<file path="src/rtl/bfsa_pkg.sv">
`default_nettype none
package bfsa_pkg;

    // map geometry
    localparam int MAP_ENTRIES = 4096;
    localparam int WORD_BITS   = 32;
    localparam int MAP_WORDS   = MAP_ENTRIES / WORD_BITS;
    localparam int WORD_AW     = $clog2(MAP_WORDS);
    localparam int BIT_W       = $clog2(WORD_BITS);
    localparam int RAM_DEPTH   = 2 * MAP_WORDS;
    localparam int RAM_AW      = WORD_AW + 1;

    // field widths
    localparam int OP_W   = 3;
    localparam int IDX_W  = 12;
    localparam int CNT_W  = 13;
    localparam int STAT_W = 2;

    // operation codes
    localparam logic [OP_W-1:0] OP_CHECK = 3'd0;
    localparam logic [OP_W-1:0] OP_CLEAR = 3'd1;
    localparam logic [OP_W-1:0] OP_SET   = 3'd2;
    localparam logic [OP_W-1:0] OP_FIND  = 3'd3;
    localparam logic [OP_W-1:0] OP_ALLOC = 3'd4;

    // status codes
    localparam logic [STAT_W-1:0] STAT_OK    = 2'd0;
    localparam logic [STAT_W-1:0] STAT_RANGE = 2'd1;
    localparam logic [STAT_W-1:0] STAT_NONE  = 2'd2;

    // configuration register indexes
    localparam logic REG_INODE_COUNT = 1'b0;
    localparam logic REG_BLOCK_COUNT = 1'b1;

    // map select codes
    localparam logic MAP_BLOCKS = 1'b0;
    localparam logic MAP_INODES = 1'b1;

    // word scan request and response
    typedef struct packed {
        logic [WORD_AW-1:0] word_num;
        logic [WORD_AW-1:0] last_word;
        logic [BIT_W-1:0]   last_bit;
    } scan_req_t;

    typedef struct packed {
        logic             hit;
        logic [BIT_W-1:0] bit_num;
    } scan_rsp_t;

endpackage
`default_nettype wire

</file>
<file path="src/rtl/bfsa_word_scan.sv">
`default_nettype none
module bfsa_word_scan (
    input  wire logic [bfsa_pkg::WORD_BITS-1:0] word_data,
    input  wire bfsa_pkg::scan_req_t            req,
    output bfsa_pkg::scan_rsp_t                 rsp
);
    import bfsa_pkg::*;

    logic [WORD_BITS-1:0] free_mask;
    logic                 below_last;

    // free entries inside the search window, entry zero excluded
    always_comb begin
        below_last = req.word_num < req.last_word;
        free_mask  = '0;
        for (int b = 0; b < WORD_BITS; b++) begin
            free_mask[b] = !word_data[b] && (below_last || (BIT_W'(b) <= req.last_bit));
        end
        if (req.word_num == '0) begin
            free_mask[0] = 1'b0;
        end
    end

    // lowest set bit
    always_comb begin
        rsp.hit     = |free_mask;
        rsp.bit_num = '0;
        for (int b = WORD_BITS - 1; b >= 0; b--) begin
            if (free_mask[b]) begin
                rsp.bit_num = BIT_W'(b);
            end
        end
    end

endmodule
`default_nettype wire

</file>
<file path="config.mk">
export PLATFORM = sky130hd
export DESIGN_NAME = bfsa_word_scan
export DESIGN_NICKNAME = d
export VERILOG_FILES = /design/src/rtl/bfsa_pkg.sv /design/src/rtl/bfsa_word_scan.sv
export SDC_FILE = /design/constraint.sdc
export NUM_CORES = 1
export LEC_CHECK = 0
export ABC_AREA = 1
export BUFFER_PORTS_ARGS = -buffer_cell sky130_fd_sc_hd__buf_2
export CORE_MARGIN = 2
export CORE_UTILIZATION = 39
export DETAILED_ROUTE_END_ITERATION = 6
export PLACE_DENSITY = 0.72
export SETUP_SLACK_MARGIN = 0.4
export SYNTH_ARGS = -nofsm -noshare
export SYNTH_HDL_FRONTEND = slang
export SYNTH_SLANG_ARGS = --single-unit
</file>
<file path="constraint.sdc">
create_clock -name vclk -period 6.9
set_clock_uncertainty 0.2 [all_clocks]
set_input_delay 1.38 -clock vclk [all_inputs]
set_output_delay 1.38 -clock vclk [all_outputs]
set_load 0.01 [all_outputs]
</file>
After elaboration in Yosys (flattened, before gate mapping)
Index checks and enable logic that the tools add are counted.
- word-level logic and storage cells: 164
- bits of input ports: 51
- output and inout bits: 6
- flip-flop bits (word level): 0
- muxes and demuxes: 33
- reductions and logical operators: 98
- $lt $le $gt $ge: 33
- operators with widths (kind ; number):
    $mux 5 ; 32
    $le 5x5->1 const A ; 16
    $le 4x5->1 const A ; 8
    $logic_and 1x1->1 ; 32
    $logic_not 1->1 ; 32
    $logic_or 1x1->1 ; 32
    $reduce_or 32->1 ; 1
    $le 3x5->1 const A ; 4
    $le 1x5->1 const A ; 2
    $le 2x5->1 const A ; 2
    $logic_not 7->1 ; 1
    $lt 7x7->1 ; 1
    $mux 1 ; 1

Depth between registers and ports, before layout
- depth after elaboration: 35
- mapped depth: 40
- depth with buffers taken out: 40

Worst setup path after synthesis
OpenSTA, ideal clock, no wires.
- path type: input port to output port
- start point: in req[11] in the netlist's numbering
- end point: out rsp[0] in the netlist's numbering
- arrival: 3.670 ns
- required time: 5.320 ns
- cell stages on the path: 37
- buffers on the path: 0
- slack: 1.650 ns
- cell sequence: inv_1 ha_1 nand2_1 inv_1 a21oi_2 nand2_4 inv_4 o21bai_4 nand2_1 nand2_1 nand2_1 nand2_1 nand2_1 nand2_1 nand2_1 nand2_1 nand2_1 nand2_1 nand2_1 nand2_1 nand2_1 nand2_1 nand2_1 nand2_1 nand2_1 nand2_1 nand2_1 nand2_1 nand2_1 nand2_1 nand2_1 nand2_1 nand2_1 nand2_1 nand2_1 nand2_1 a21oi_2
- RTL lines (what ; line ; RTL):
    from (decl) ; bfsa_word_scan.sv:4 ; input wire bfsa_pkg::scan_req_t req,
    to (decl) ; bfsa_word_scan.sv:5 ; output bfsa_pkg::scan_rsp_t rsp

==> metrics.cfg <==
[routing]
first_pass_iters = 4
detail_route.wl_per_cell_um = 9.85
drt_iter0_drc = 33
wl_um = 2830
ant_nets = 0
drc_errors = 0
vias_per_cell = 4.74
vias = 1361

[logic_synthesis]
synth_top_area_share_pct = 26.5
yosys.area.top_type = nand2_1
yosysWarnings = 0
synth_area_leaders = nand2_1 26%, nor2_1 13%, inv_1 10%
seq_area_frac_synth_pct = 0
synthCells = 200
synth_area_per_cell_um2 = 5.04
synthTopCellsByCount = 71 x nand2_1, 36 x nor2_1, 28 x inv_1
ys_types = 24
yosysMostFrequentCell = nand2_1
syn_nets = 257
synth_area_um2 = 1010

[cells_and_area]
insertedDiodeCount = 0
nFlopsAndLatches = 0
fin_cells = 287
final_net_count = 316
clock_buffers = 0
areaGrowthSynthToFinish_pct = 32.1
seq_area_um2 = 0
drive_gt1_share_pct = 30.0

[sta]
hold_viol_final = 0
fin_crit_ns = 5.64
period_share_pct = 81.7
report.final.slew_viol_count = 0
tightest_slew_ns = 0.364
setup-tns-final_ns = 0
grt_setup_unrepaired = no
fmax_mhz = 177
finalSetupViolCount = 0
holdWs_ns = 2.90
slew_headroom_pct = 75.5

[placement]
placed_cells = 287
hpwl_um = 2440
port_buffers = 57
globalplace.congestion = 0.796

[clock_tree]
post_cts_buffers = 0
hold_buffers = 0
cts_resized = 0

[floorplanning]
rows = 18
die_w_um = 54.8
io_pins = 57
start_util_pct = 41.0
coreArea_um2 = 2450
dieArea_um2 = 3010
die_h_um = 54.8

[setup_path]
path_common_cell = nand2_1
path_class = in -> out
cp_slowest_stage_delay_ns = 0.29
arrival_ns = 4.06
required_ns = 5.32
cp_max_fo = 9
start_kind = input pin
crit_start = req[11]
critPathSlowestCell = ha_1
end_kind = output pin

[grt]
grt-ovfl-total = 0
antenna_found_initial = 0
grt_pass1_vias = 1176
grt_pass1_wl_um = 4550
grt_max_degree = 10
grt_use_total_pct = 19.7

[power]
vdd_drop_max_uv = 40.7
power.density_nw_per_um2 = 68.8
leakage_uw = 0.000796

[hold_path]
worst_hold_path_type = in -> out
worstHoldStart = word_data[0]

[outcome]
status = finished, final reports clean

[flow_run]
maxCapViolations = 0

-- cell usage in the layout (no fill, tap or decap) --
cell type	instances
ha_1	6
a311o_2	1
o21ai_0	7
a21oi_2	3
a31o_2	2
nor2_4	1
nor3_1	4
nand2_2	4
nand2_4	1
or2_1	1
or2_2	4
inv_4	1
nand2_1	71
nor2_1	36
o21bai_1	12
inv_1	28
o31ai_1	2
nand3b_1	1
a21oi_1	5
a21boi_0	1
o21bai_4	2
nor4_1	2
a31oi_1	4
buf_2	57
nor3_2	1
-- layer usage --
metal  GRT usage, %  part of all wire (%)
met1           26.5                    49
met2           35.1                    43
met3           1.37                   7.7
met4           1.67                  0.67
met5              0                     0
-- through the flow --
stage,utilization [%],setup WS (ns),power [µW],cell area [µm²]
3_5_place_dp,54.2,1.28,91.1,1330
4_1_cts,54.2,1.26,91.6,1330
3_3_place_gp,54.2,1.30,90.7,1330
5_1_grt,54.2,0.887,106,1330
6_report,54.2,1.26,91.5,1330
2_1_floorplan,-,1.65,62.5,1010
-- power breakdown --
group / switching [µW] / total (µW) / internal (µW) / leakage, µW
Combinational: 53.5 / 91.5 / 38.0 / 0.000796
Clock: 0 / 0 / 0 / 0
Sequential: 0 / 0 / 0 / 0
Total: 53.5 / 91.5 / 38.0 / 0.000796
-- final cells by class --
| cell class | instances | area [µm²] |
|---|---|---|
| Timing Repair Buffer | 57 | 285 |
| Inverter | 29 | 111 |
| Fill cell | 294 | 1120 |
| Tap cell | 30 | 37.5 |
| Multi-Input combinational cell | 171 | 896 |
-- worst max-delay path, delay by kind of cell --
family / cells / cell delay [ns]
AOI/OAI and AO/OA: 3 / 0.35
adders and majority gates: 1 / 0.29
and+or+nand+nor: 30 / 1.57
buffers and inverters: 5 / 0.44
-- path summary, 6_finish.rpt --
kind	slack, ns	depth (start not counted)	to
worst max-delay path	1.26	39	rsp[0]
worst min-delay path	2.90	4	rsp[0]
-- cells by family (layout without fill, tap and decap cells) --
family,count (synthesis),count (layout),synth area share (%)
AOI/OAI and AO/OA,39,39,28.8
adders and majority gates,6,6,7.45
and+or+nand+nor,126,126,52.7
buffers and inverters,29,86,11.1
(Power assumes the default switching activity.)
